[src/rtl/dssd_pkg.sv]
package dssd_pkg;

  // number of digit fields on the result word
  localparam int FIELD_COUNT = 6;
  localparam int DIGIT_W     = 4;
  localparam int SEG_W       = 8;

  localparam logic [SEG_W-1:0] BLANK = 8'hff;

  // x / 10 == (x * 0xCCCCCCCD) >> 35 for any 32-bit x
  localparam int              RECIP_W     = 32;
  localparam logic [RECIP_W-1:0] RECIP    = 32'hCCCC_CCCD;
  localparam int              RECIP_SHIFT = 35;

  typedef enum logic {
    CMD_INTEGER = 1'b0,
    CMD_TIME    = 1'b1
  } cmd_t;

  // side data that travels down the cell chain with the quotient
  typedef struct packed {
    cmd_t                                  cmd;
    logic [FIELD_COUNT-1:0][DIGIT_W-1:0]   digits;  // decimal digit i of value
    logic [FIELD_COUNT-1:0]                nz;      // value / 10**i != 0
  } cell_ctl_t;

  // active-low segment pattern of one decimal digit
  function automatic logic [SEG_W-1:0] seg_code(input logic [DIGIT_W-1:0] d);
    logic [SEG_W-1:0] code;
    case (d)
      4'd0:    code = 8'h40;
      4'd1:    code = 8'h79;
      4'd2:    code = 8'h24;
      4'd3:    code = 8'h30;
      4'd4:    code = 8'h19;
      4'd5:    code = 8'h12;
      4'd6:    code = 8'h02;
      4'd7:    code = 8'h78;
      4'd8:    code = 8'h00;
      4'd9:    code = 8'h10;
      default: code = BLANK;
    endcase
    return code;
  endfunction

endpackage

[src/rtl/decimal_seven_segment_driver_top.sv]
// Decimal seven-segment driver.
//
// Input channel (item_valid/item_ready): one word carries cmd and value.
//   cmd = 0 shows value as a decimal integer on six digits, leading zeros
//   blanked; cmd = 1 reads value as milliseconds and shows seconds on
//   digits 5..4 (tens digit only from ten seconds on), a blank digit 3 and
//   the milliseconds with leading zeros on digits 2..0.
// Output channel (result_valid/result_ready): one word of six active-low
//   segment patterns, digit0 the least significant, 0xff for blank.
// A chain of six cells each takes one divide-by-ten step (reciprocal
//   multiply) and records one decimal digit; a formatting and output stage
//   with a one-word skid register follows.
// A word passes through the six cell registers and then the output register
//   before it is offered. Throughput: one word per cycle while the output is not stalled.
// Stall: while result_ready is low the output word holds; the skid takes one
//   more word, then item_ready drops and the whole chain freezes. item_ready
//   comes from a register only (skid empty).
// Reset (rst, synchronous): all valid flags clear, the chain is empty and
//   item_ready is high from the first cycle after reset.
module decimal_seven_segment_driver_top #(
  parameter int DIGIT_COUNT = 6,
  parameter int VALUE_WIDTH = 20
) (
  input  logic                   clk,
  input  logic                   rst,
  input  logic                   item_valid,
  output logic                   item_ready,
  input  logic                   cmd,
  input  logic [VALUE_WIDTH-1:0] value,
  output logic                   result_valid,
  input  logic                   result_ready,
  output logic [7:0]             digit0,
  output logic [7:0]             digit1,
  output logic [7:0]             digit2,
  output logic [7:0]             digit3,
  output logic [7:0]             digit4,
  output logic [7:0]             digit5
);
  import dssd_pkg::*;

  logic                              en;
  logic [FIELD_COUNT:0]              vld_chain;
  cell_ctl_t                         ctl_chain [FIELD_COUNT+1];
  logic [VALUE_WIDTH-1:0]            q_chain   [FIELD_COUNT+1];
  logic [FIELD_COUNT-1:0][SEG_W-1:0] res_data;

  assign item_ready = en;

  // head of the chain: the raw word, no digits yet
  assign vld_chain[0]         = item_valid;
  assign q_chain[0]           = value;
  assign ctl_chain[0].cmd     = cmd_t'(cmd);
  assign ctl_chain[0].digits  = '0;
  assign ctl_chain[0].nz      = '0;

  for (genvar g = 0; g < FIELD_COUNT; g++) begin : g_cell
    dssd_cell #(
      .IDX (g),
      .VW  (VALUE_WIDTH)
    ) u_cell (
      .clk        (clk),
      .rst        (rst),
      .en         (en),
      .valid_prev (vld_chain[g]),
      .ctl_prev   (ctl_chain[g]),
      .q_prev     (q_chain[g]),
      .valid      (vld_chain[g+1]),
      .ctl        (ctl_chain[g+1]),
      .q          (q_chain[g+1])
    );
  end

  dssd_out #(
    .DIGIT_COUNT (DIGIT_COUNT)
  ) u_out (
    .clk        (clk),
    .rst        (rst),
    .last_valid (vld_chain[FIELD_COUNT]),
    .ctl        (ctl_chain[FIELD_COUNT]),
    .en         (en),
    .res_valid  (result_valid),
    .res_ready  (result_ready),
    .res_data   (res_data)
  );

  assign digit0 = res_data[0];
  assign digit1 = res_data[1];
  assign digit2 = res_data[2];
  assign digit3 = res_data[3];
  assign digit4 = res_data[4];
  assign digit5 = res_data[5];

endmodule

[src/rtl/dssd_cell.sv]
module dssd_cell #(
  parameter int IDX = 0,
  parameter int VW  = 20
) (
  input  logic                clk,
  input  logic                rst,
  input  logic                en,
  input  logic                valid_prev,
  input  dssd_pkg::cell_ctl_t ctl_prev,
  input  logic [VW-1:0]       q_prev,
  output logic                valid,
  output dssd_pkg::cell_ctl_t ctl,
  output logic [VW-1:0]       q
);
  import dssd_pkg::*;

  logic [RECIP_W-1:0]   q_ext;
  logic [2*RECIP_W-1:0] prod;
  logic [VW-1:0]        quot;
  logic [VW-1:0]        rem_full;
  cell_ctl_t            ctl_next;

  // one divide-by-ten step: quotient moves on, remainder is digit IDX
  always_comb begin
    q_ext    = RECIP_W'(q_prev);
    prod     = (2*RECIP_W)'(q_ext) * (2*RECIP_W)'(RECIP);
    quot     = VW'(prod >> RECIP_SHIFT);
    rem_full = q_prev - ((quot << 3) + (quot << 1));
    ctl_next              = ctl_prev;
    ctl_next.digits[IDX]  = DIGIT_W'(rem_full);
    ctl_next.nz[IDX]      = (q_prev != '0);
  end

  always_ff @(posedge clk) begin
    if (rst) begin
      valid <= 1'b0;
    end else if (en) begin
      valid <= valid_prev;
    end
  end

  always_ff @(posedge clk) begin
    if (en) begin
      ctl <= ctl_next;
      q   <= quot;
    end
  end

endmodule

[src/rtl/dssd_out.sv]
module dssd_out #(
  parameter int DIGIT_COUNT = 6
) (
  input  logic                                              clk,
  input  logic                                              rst,
  input  logic                                              last_valid,
  input  dssd_pkg::cell_ctl_t                               ctl,
  output logic                                              en,
  output logic                                              res_valid,
  input  logic                                              res_ready,
  output logic [dssd_pkg::FIELD_COUNT-1:0][dssd_pkg::SEG_W-1:0] res_data
);
  import dssd_pkg::*;

  logic [FIELD_COUNT-1:0][SEG_W-1:0] fmt;
  logic [FIELD_COUNT-1:0][SEG_W-1:0] skid_data;
  logic                              skid_valid;
  logic                              push;
  logic                              take;

  assign en   = !skid_valid;
  assign push = en && last_valid;
  assign take = !res_valid || res_ready;

  // map chain digits onto display positions
  always_comb begin
    fmt = {FIELD_COUNT{BLANK}};
    case (ctl.cmd)
      CMD_TIME: begin
        fmt[0] = seg_code(ctl.digits[0]);
        fmt[1] = seg_code(ctl.digits[1]);
        fmt[2] = seg_code(ctl.digits[2]);
        fmt[3] = BLANK;
        fmt[4] = seg_code(ctl.digits[3]);
        fmt[5] = ctl.nz[4] ? seg_code(ctl.digits[4]) : BLANK;
      end
      CMD_INTEGER: begin
        for (int i = 0; i < FIELD_COUNT; i++) begin
          fmt[i] = ((i == 0) || ctl.nz[i]) ? seg_code(ctl.digits[i]) : BLANK;
        end
      end
      default: begin
        fmt = {FIELD_COUNT{BLANK}};
      end
    endcase
    for (int i = 0; i < FIELD_COUNT; i++) begin
      if (i >= DIGIT_COUNT) begin
        fmt[i] = BLANK;
      end
    end
  end

  always_ff @(posedge clk) begin
    if (rst) begin
      res_valid  <= 1'b0;
      skid_valid <= 1'b0;
    end else begin
      if (take) begin
        res_valid <= skid_valid || push;
      end
      if (skid_valid) begin
        if (res_ready) begin
          skid_valid <= 1'b0;
        end
      end else if (push && !take) begin
        skid_valid <= 1'b1;
      end
    end
  end

  always_ff @(posedge clk) begin
    if (take) begin
      res_data <= skid_valid ? skid_data : fmt;
    end
    if (!skid_valid && push && !take) begin
      skid_data <= fmt;
    end
  end

endmodule

[config.mk]
export PLATFORM = sky130hd
export DESIGN_NAME = decimal_seven_segment_driver_top
export DESIGN_NICKNAME = d
export VERILOG_FILES = /design/src/rtl/dssd_pkg.sv /design/src/rtl/decimal_seven_segment_driver_top.sv /design/src/rtl/dssd_cell.sv /design/src/rtl/dssd_out.sv
export SDC_FILE = /design/constraint.sdc
export NUM_CORES = 1
export LEC_CHECK = 0
export BUFFER_PORTS_ARGS = -buffer_cell sky130_fd_sc_hd__buf_4
export CORE_MARGIN = 1
export CORE_UTILIZATION = 55
export DETAILED_ROUTE_END_ITERATION = 12
export PLACE_DENSITY = 0.71
export SLEW_MARGIN = 20
export SYNTH_ARGS = -nofsm -noshare
export SYNTH_HDL_FRONTEND = slang
export SYNTH_SLANG_ARGS = --single-unit
[constraint.sdc]
create_clock -name clk -period 8.02 [get_ports clk]
set_clock_uncertainty 0.2 [all_clocks]
set_input_delay 0.401 -clock clk [delete_from_list [all_inputs] [get_ports clk]]
set_output_delay 0.401 -clock clk [all_outputs]
set_load 0.1 [all_outputs]
==> results of run 1 <==
==> cells by family after synthesis <==
family	count (synthesis)	synth area share, %
muxes	90	3.06
AOI/OAI and AO/OA	353	7.19
buffers and inverters	649	7.69
and+or+nand+nor	337	5.25
xor gates and xnor gates	95	2.67
DFF	312	27.8
adders and majority gates	979	46.4
==> critical path, cell delays in order (launching register included) <==
cell and delay (ns):
edfxtp_1 0.40, inv_1 0.08, ha_1 0.33, fa_1 0.57
inv_1 0.07, fa_1 0.61, inv_1 0.10, fa_1 0.59
inv_1 0.07, fa_1 0.54, inv_1 0.06, fa_1 0.51
inv_1 0.04, ha_1 0.29, nand4_1 0.18, nor2_1 0.15
nand3_1 0.09, a2111oi_1 0.53, o21ai_1 0.23, a21boi_0 0.34
nor2_1 0.09, xnor2_1 0.20, ha_1 0.29, a211oi_1 0.25
xnor2_1 0.17, xnor2_1 0.08
==> per-stage QoR <==
step	worst slack [ns]	hold slack [ns]	instance area (sq um)
2_1_floorplan	0.508	0.200	31700
3_3_place_gp	0.568	0.202	33200
3_5_place_dp	0.457	0.205	33200
4_1_cts	0.585	0.0488	34300
5_1_grt	0.152	0.0833	34300
6_report	0.665	0.0784	34300
==> synthesized netlist by cell type (8+ instances only) <==
cell type and instances:
clkbuf_1 16, o31ai_1 10, and3_1 8, dfxtp_1 56, ha_1 653, xnor2_1 64, fa_1 326, nor3_1 23
mux2i_1 34, o21a_1 11, o21ai_0 56, a21oi_1 123, nand4_1 22, xor2_1 30, nor2b_1 18, a31oi_1 8
or2_2 24, a21o_1 59, edfxtp_1 256, nor2_1 92, nand3_1 21, o211ai_1 9, nand2b_1 17, inv_1 625
a22oi_1 10, nand2_1 80, a211oi_1 10, mux2_2 56
==> layer usage <==
layer	vias to the layer above	global-route usage [%]	part of all wire, %
li1	9645	-	-
met1	9696	30.5	47
met2	342	36.2	47
met3	68	2.56	4.2
met4	0	5.36	1.8
met5	-	0	0
==> layout make-up <==
cell class / count / area [sq um]
fillers: 4555 / 22400
multi-input cells: 1854 / 20500
flip-flops and latches: 312 / 8810
inverters: 628 / 2360
well taps: 756 / 946
clock buffers: 44 / 941
repair buffers: 84 / 643
clock inverters: 18 / 176
==> layout by cell type, fill, tap and decap left out, types with 6 or more instances in the layout <==
master / netlist / layout
a21o_1: 59 / 59
clkbuf_16: 0 / 36
a31oi_1: 8 / 8
nand4_1: 22 / 22
inv_1: 625 / 625
nor3_1: 23 / 23
nor2b_1: 18 / 18
dfxtp_1: 56 / 55
xor2_1: 30 / 30
a211oi_1: 10 / 10
clkbuf_1: 16 / 7
and2_1: 6 / 6
a21oi_1: 123 / 123
ha_1: 653 / 653
a22oi_1: 10 / 10
fa_1: 326 / 326
o21ai_0: 56 / 56
and3_1: 8 / 8
mux2i_1: 34 / 34
o21a_1: 11 / 11
or2_2: 24 / 24
o211ai_1: 9 / 9
edfxtp_1: 256 / 256
o31ai_1: 10 / 10
mux2_2: 56 / 56
o21ai_1: 7 / 7
xnor2_1: 64 / 64
nand2_1: 80 / 80
nand3_1: 21 / 21
buf_4: 0 / 79
nor2_1: 92 / 92
nand2b_1: 17 / 16
==> final timing paths <==
kind / from / end / slack [ns] / cells past startpoint
setup / recovery: g_cell[0].u_cell.q[9] / g_cell[1].u_cell.ctl[13] / 0.66 / 25
hold / removal: value[1] / g_cell[0].u_cell.ctl[6] / 0.08 / 2
setup reg to reg: g_cell[0].u_cell.q[9] / g_cell[1].u_cell.ctl[13] / 0.66 / 25
hold reg to reg: g_cell[3].u_cell.ctl[8] / g_cell[4].u_cell.ctl[8] / 0.22 / 0
==> run_results.csv, run 1 <==
group,metric,value,unit
sta,fin_setup_tns,0,ns
detailed_routing,firstDrtPassIters,5,
cells_and_area,final_util,60.6,%
cts,postCtsSetupBuffers,0,
sta,rsz0062_at_grt,"no",
floorplanning,dieHeight,242,um
sta,slew_violations,0,
cells_and_area,fin_nets,3918,
yosys,synth-edff-count,256,
sta,fmax,136,MHz
cts,cts_root_buffer,"clkbuf_16",
critical_path,crit_arrival,7.41,ns
detailed_routing,via_per_inst,5.34,
yosys,async_flop_share,0,%
sta,setup_viol,0,
global_routing,gr-total-overflow,0,
detailed_routing,first_iter_violations,989,
floorplanning,start_util,55.9,%
place,post-place-cells,3629,
min_path,hp-class,"input port to register",
floorplanning,core,56700,sq um
cts,clock_path_buffers,3,
detailed_routing,wl_per_cell,16.7,um
yosys,synth_area,31700,sq um
yosys,seq_area_frac_synth,27.8,%
cts,cts_tree,"built",
critical_path,end_kind,"register",
detailed_routing,drc_errors,0,
floorplanning,io_pins,75,
global_routing,grt_pass1_vias,20900,
global_routing,grt_max_degree,77,
cts,cts_sinks,312,
critical_path,path_class,"register to register",
cts,hold_buffers,5,
detailed_routing,finalWirelength,61800,um
sta,slew_headroom,40.3,%
cells_and_area,areaGrowthSynthToFinish,8.34,%
yosys,synthCells,2815,
floorplanning,die_area,58600,sq um
cells_and_area,diodes,0,
yosys,synth_area_per_cell,11.3,sq um
floorplanning,dieWidth,242,um
cts,cts_resized,0,
yosys,synth.top_cell.area_share,25.8,%
cells_and_area,final_cells,3696,
status,status,"finished, final reports clean",
critical_path,required,8.08,ns
flow_run,maxCapViolations,0,
global_routing,grt_use_total,21.8,%
yosys,yosys_warnings,0,
critical_path,worst-path-max-fanout,4,
yosys,ys_top_cells_by_area,"ha_1 26%, edfxtp_1 24%, fa_1 21%, inv_1 7.4%, dfxtp_1 3.5%",
sta,hold_viol_final,0,
global_routing,grt_pass1_wl,104000,um
place,dp.final_hpwl,52300,um
cts,clkTransAtPathRegs,0.06,ns
global_routing,grt_antenna_before_repair,0,
yosys,ys_ff_latch,312,
cells_and_area,drive_gt1_share,7.72,%
cts,clk_latency,0.54,ns
yosys,synth_cell_type_count,72,
yosys,synth_top_cell_by_area,"ha_1",
cts,cts_made_buffers,34,
sta,min_period_over_period,91.7,%
detailed_routing,ant_nets,0,
detailed_routing,routed-via-count,19800,
place,place.gp.congestion,0.904,
place,io_buffers,74,
floorplanning,rows,87,
critical_path,cp-start-kind,"register",
sta,fin_crit,7.36,ns
cts,htreeDepth,2,
sta,worst_pin_slew,0.896,ns
yosys,synthFlopType,"edfxtp_1",
yosys,syn_nets,3819,
Power of run 1 is left out: the tool's default activity adds up to more than one toggle a clock period on the data nets, which glitch-free logic cannot reach.
==> inputs of run 2 (changes only) <==
==> constraint.sdc (replaced) <==
create_clock -name clk -period 8.02 [get_ports clk]
set_clock_uncertainty 0.2 [all_clocks]
set_input_delay 1.604 -clock clk [delete_from_list [all_inputs] [get_ports clk]]
set_output_delay 1.604 -clock clk [all_outputs]
set_load 0.1 [all_outputs]
==> run 2 against run 1 <==
Cell count rose by 3.3%. Register-to-register slack got worse by 0.05 ns. Core utilization rose by 1.7 points. Critical path type is now input port to register. Largest cell class unchanged.
==> run_results.csv, run 2 (same netlist as run 1, synthesis figures left out) <==
group,metric,value,unit
critical_path,crit_slowest_cell,"fa_1",
floorplanning,rows,87,
global_routing,grt_pass1_vias,21400,
status,status,"finished, final reports clean",
place,dp.final_hpwl,53800,um
critical_path,worst-path-max-fanout,7,
floorplanning,dieWidth,242,um
detailed_routing,finalWirelength,62900,um
sta,fin_crit,7.80,ns
detailed_routing,routed-via-count,20200,
sta,slew_violations,0,
floorplanning,io_pins,75,
global_routing,grt_max_degree,96,
detailed_routing,firstDrtPassIters,5,
cts,htreeDepth,2,
critical_path,cp-start-kind,"input port",
detailed_routing,via_per_inst,5.28,
cts,cts_root_buffer,"clkbuf_16",
global_routing,grt_use_total,22.3,%
global_routing,gr-total-overflow,0,
sta,setup_viol,0,
detailed_routing,drc_errors,0,
critical_path,required,8.11,ns
detailed_routing,ant_nets,0,
critical_path,crit_arrival,7.89,ns
cells_and_area,seq_area,8810,sq um
sta,rsz0062_at_grt,"no",
floorplanning,core,56700,sq um
place,io_buffers,74,
critical_path,path_class,"input port to register",
critical_path,critPathMaxStageDelay,0.54,ns
sta,hold_slack,0.217,ns
min_path,hp-class,"register to register",
global_routing,grt_antenna_before_repair,0,
critical_path,crit_path_frequent_cell,"fa_1",
sta,worst_pin_slew,0.901,ns
sta,hold_viol_final,0,
cts,clk_latency,0.55,ns
cts,clock_path_buffers,3,
cts,cts_tree,"built",
cells_and_area,n_fill_cell,4486,
cells_and_area,areaGrowthSynthToFinish,11.3,%
cts,clkTransAtPathRegs,0.06,ns
flow_run,maxCapViolations,0,
detailed_routing,wl_per_cell,16.5,um
cts,cts_made_buffers,35,
cells_and_area,multi_input_area,20500,sq um
cts,cts_sinks,312,
detailed_routing,first_iter_violations,853,
sta,min_period_over_period,97.2,%
cells_and_area,final_cell_mix,"651 x ha_1, 624 x inv_1, 323 x fa_1, 256 x edfxtp_1, 203 x buf_4",
floorplanning,die_area,58600,sq um
cells_and_area,final_common_cell,"ha_1",
sta,fmax,128,MHz
floorplanning,start_util,55.9,%
global_routing,grt_pass1_wl,106000,um
place,place.gp.congestion,0.911,
cts,hold_buffers,0,
sta,slew_headroom,39.9,%
cells_and_area,drive_gt1_share,11.8,%
cells_and_area,diodes,0,
cells_and_area,fin_nets,4038,
critical_path,end_kind,"register",
floorplanning,dieHeight,242,um
run 2: area by class of cell:
type	instances	area share, %
clock inverters	21	0.621
inverters	628	6.70
well taps	756	2.68
repair buffers	203	4.32
flip-flops and latches	312	25.0
clock buffers	43	2.60
multi-input cells	1854	58.1
run 2: what timing repair did:
action | in CTS | in global routing
endpoints found under the setup margin | 0 | 3
gates resized for setup | 0 | 11
buffers inserted | 0 | 1
run 2: worst max-delay path: cells and delay by family:
kind                     cells  cell delay, ns
adder cells (fa/ha/maj)      9            3.71
XOR/XNOR                     4            0.61
AO/OA/AOI/OAI                5            0.58
AND/OR/NAND/NOR              3            0.51
buffers and inverters        8            0.86
run 2: per-stage QoR:
stage	utilization (%)	setup WS (ns)	cells	setup TNS (ns)	cell area (sq um)
after global routing	62.2	0.00557	3817	0	35300
after global placement	60.1	-0.194	3752	-0.466	34100
after CTS	62.1	0.187	3816	0	35200
after detailed placement	60.1	-0.398	3752	-1.22	34100
final	62.2	0.223	3817	0	35300
after floorplan	-	0.0157	2815	0	31700
run 2: path summary, 6_finish.rpt:
check	endpoint	cells past startpoint	startpoint	slack, ns
max	g_cell[0].u_cell.ctl[9]	29	value[3]	0.22
min	g_cell[4].u_cell.ctl[7]	0	g_cell[3].u_cell.ctl[7]	0.22
max reg2reg	g_cell[1].u_cell.ctl[13]	26	g_cell[0].u_cell.q[9]	0.61
min reg2reg	g_cell[4].u_cell.ctl[7]	0	g_cell[3].u_cell.ctl[7]	0.22
run 2: routing by layer:
metal | vias to the layer above | track usage, % | part of all wire [%]
li1 | 9885 | - | -
met1 | 9862 | 30.3 | 46
met2 | 350 | 37.7 | 48
met3 | 71 | 3.27 | 4.1
met4 | 0 | 5.06 | 1.9
met5 | - | 0 | 0
Power of run 2 is left out for the same reason.
==> inputs of run 3 (changes only) <==
Settings changed: ABC_AREA set to 1, RECOVER_POWER set to 100.
==> run 3 against run 2 <==
The flow now finishes with violations (capacitance limit, slew limit). Cell count grew 26%. Synthesized cell count grew 36%. Via count grew 25%. Flip-flop and latch count is the same. Core utilization shrank 2.3 points. Critical path depth grew 2. Setup slack gained 0.23 ns. Maximum frequency grew 3.1%. Final area grew 6.9%. Worst hold slack lost 0.013 ns. Largest cell class unchanged.
==> run_results.csv, run 3 <==
group,metric,value,unit
status,status,"complete, but fails checks",
status,violations,"capacitance limit, slew limit",
cts,clk_latency,0.56,ns
critical_path,crit_slowest_cell,"fa_1",
sta,rsz0062_at_grt,"no",
floorplanning,io_pins,75,
yosys,syn_nets,4825,
global_routing,grt_pass1_vias,25000,
yosys,ys_ff_latch,312,
critical_path,required,8.12,ns
cells_and_area,finalInstanceArea,37700,sq um
min_path,hp-class,"register to register",
sta,slew_violations,188,
cells_and_area,final_cells,4827,
cells_and_area,final_cell_mix,"815 x inv_1, 653 x ha_1, 618 x nand2_1, 326 x fa_1, 256 x edfxtp_1",
cells_and_area,n_fill_cell,5581,
cts,cts_resized,0,
critical_path,end_kind,"register",
global_routing,grt_max_degree,147,
yosys,synthCells,3821,
sta,setup_viol,0,
floorplanning,dieWidth,254,um
cells_and_area,areaGrowthSynthToFinish,7.84,%
sta,slew_headroom,-172,%
critical_path,cp-start-kind,"input port",
cts,postCtsSetupBuffers,0,
cts,cts_sinks,312,
place,post-place-cells,4763,
cts,hold_buffers,0,
yosys,synth_cell_type_count,63,
cts,cts_root_buffer,"clkbuf_16",
floorplanning,core,63000,sq um
detailed_routing,ant_nets,0,
yosys,ys_top_cells_by_area,"ha_1 23%, edfxtp_1 22%, fa_1 19%, inv_1 8.7%, nand2_1 6.5%",
sta,hold_viol_final,0,
place,placed_cell_area,36900,sq um
detailed_routing,finalWirelength,78800,um
yosys,yosys_warnings,0,
place,place.gp.congestion,0.958,
yosys,synth_top_cell_by_area,"ha_1",
critical_path,worst-path-max-fanout,3,
yosys,synth_area_per_cell,9.15,sq um
cts,cts_tree,"built",
detailed_routing,drc_errors,0,
yosys,synth_commonest_cells,"811 x inv_1, 653 x ha_1, 610 x nand2_1",
critical_path,crit_arrival,7.66,ns
yosys,seq_area_frac_synth,25.2,%
cts,cts_made_buffers,35,
global_routing,grt_pass1_wl,129000,um
yosys,synth_area,35000,sq um
yosys,synth-edff-count,256,
floorplanning,start_util,55.6,%
yosys,async_flop_share,0,%
critical_path,crit_path_frequent_cell,"inv_1",
detailed_routing,first_iter_violations,1446,
yosys,synthFlopType,"edfxtp_1",
yosys,synth.top_cell.area_share,23.4,%
floorplanning,die_area,64600,sq um
yosys,synth_most_common_cell,"inv_1",
global_routing,grt_use_total,25.4,%
critical_path,critPathMaxStageDelay,0.57,ns
global_routing,gr-total-overflow,0,
cells_and_area,final_common_cell,"inv_1",
sta,fin_crit,7.56,ns
place,dp.final_hpwl,68000,um
detailed_routing,wl_per_cell,16.3,um
cells_and_area,drive_gt1_share,4.95,%
critical_path,path_class,"input port to register",
detailed_routing,via_per_inst,5.24,
sta,min_period_over_period,94.3,%
detailed_routing,routed-via-count,25300,
global_routing,grt_antenna_before_repair,0,
floorplanning,rows,92,
place,io_buffers,74,
sta,fmax,132,MHz
cts,clock_path_buffers,3,
floorplanning,dieHeight,254,um
detailed_routing,firstDrtPassIters,5,
flow_run,maxCapViolations,3,
cells_and_area,fin_nets,4958,
cts,htreeDepth,2,
cts,clkTransAtPathRegs,0.06,ns
cells_and_area,diodes,0,
sta,worst_pin_slew,4.06,ns
place,post-place-ws,-0.0753,ns
sta,layout_setup_ws,0.456,ns
==> run 3: changes by cell type in the layout (fill, tap and decap cells not counted), moves of 78 or more <==
cell and delta:
nor2_1 +127, nand3_1 +78, inv_1 +191, buf_4 -148
nand2_1 +538, o21ai_0 +101, a21oi_1 +83
==> run 3: through the flow <==
stage	util [%]	hold slack, ns	TNS [ns]
3_3_place_gp	58.5	0.202	0
6_report	59.9	0.204	0
4_1_cts	60.4	0.197	0
3_5_place_dp	58.5	0.205	-0.0753
2_1_floorplan	-	0.200	0
5_1_grt	59.9	0.200	0
==> run 3: per-layer routing <==
metal  vias to the layer above  track usage (%)  wire length, um
met3                        80             3.68             4110
met2                       540             41.1            36200
met1                     12000             36.4            37300
met5                         -                0                0
li1                      12700                -                -
met4                         0             5.13             1170
==> run 3: final timing paths <==
kind,slack [ns],end,cells past startpoint,from
worst max-delay path,0.46,g_cell[0].u_cell.ctl[9],31,value[18]
worst max register to register,0.63,g_cell[1].u_cell.ctl[13],25,g_cell[0].u_cell.q[6]
worst min-delay path,0.20,g_cell[3].u_cell.ctl[16],0,g_cell[2].u_cell.ctl[16]
worst min register to register,0.20,g_cell[3].u_cell.ctl[16],0,g_cell[2].u_cell.ctl[16]
==> run 3: kinds of logic (layout without fill, tap and decap cells) <==
family | count (synthesis) | after routing | synth area share (%)
compound gates | 499 | 499 | 8.12
xor+xnor | 73 | 73 | 1.83
fa+ha+maj | 979 | 979 | 42.0
buf+inv | 855 | 1015 | 9.23
flops | 312 | 312 | 25.2
mux | 2 | 2 | 0.0572
simple gates | 1101 | 1101 | 13.6
==> run 3: critical path: cells and delay by family <==
kind / cells / cell delay [ns]
compound gates: 1 / 0.07
buf+inv: 10 / 0.65
simple gates: 9 / 0.92
xor+xnor: 2 / 0.44
fa+ha+maj: 9 / 3.96
==> run 3: layout make-up <==
| cell class | count | area (sq um) | area share (%) |
|---|---|---|---|
| multi-input combinational | 2654 | 22900 | 60.6 |
| sequential | 312 | 8810 | 23.4 |
| inverter | 834 | 3140 | 8.31 |
| tap | 846 | 1060 | 2.81 |
| clock buffer | 41 | 908 | 2.41 |
| timing repair buffer | 117 | 674 | 1.79 |
| clock inverter | 23 | 282 | 0.746 |
Power of run 3 is left out for the same reason.
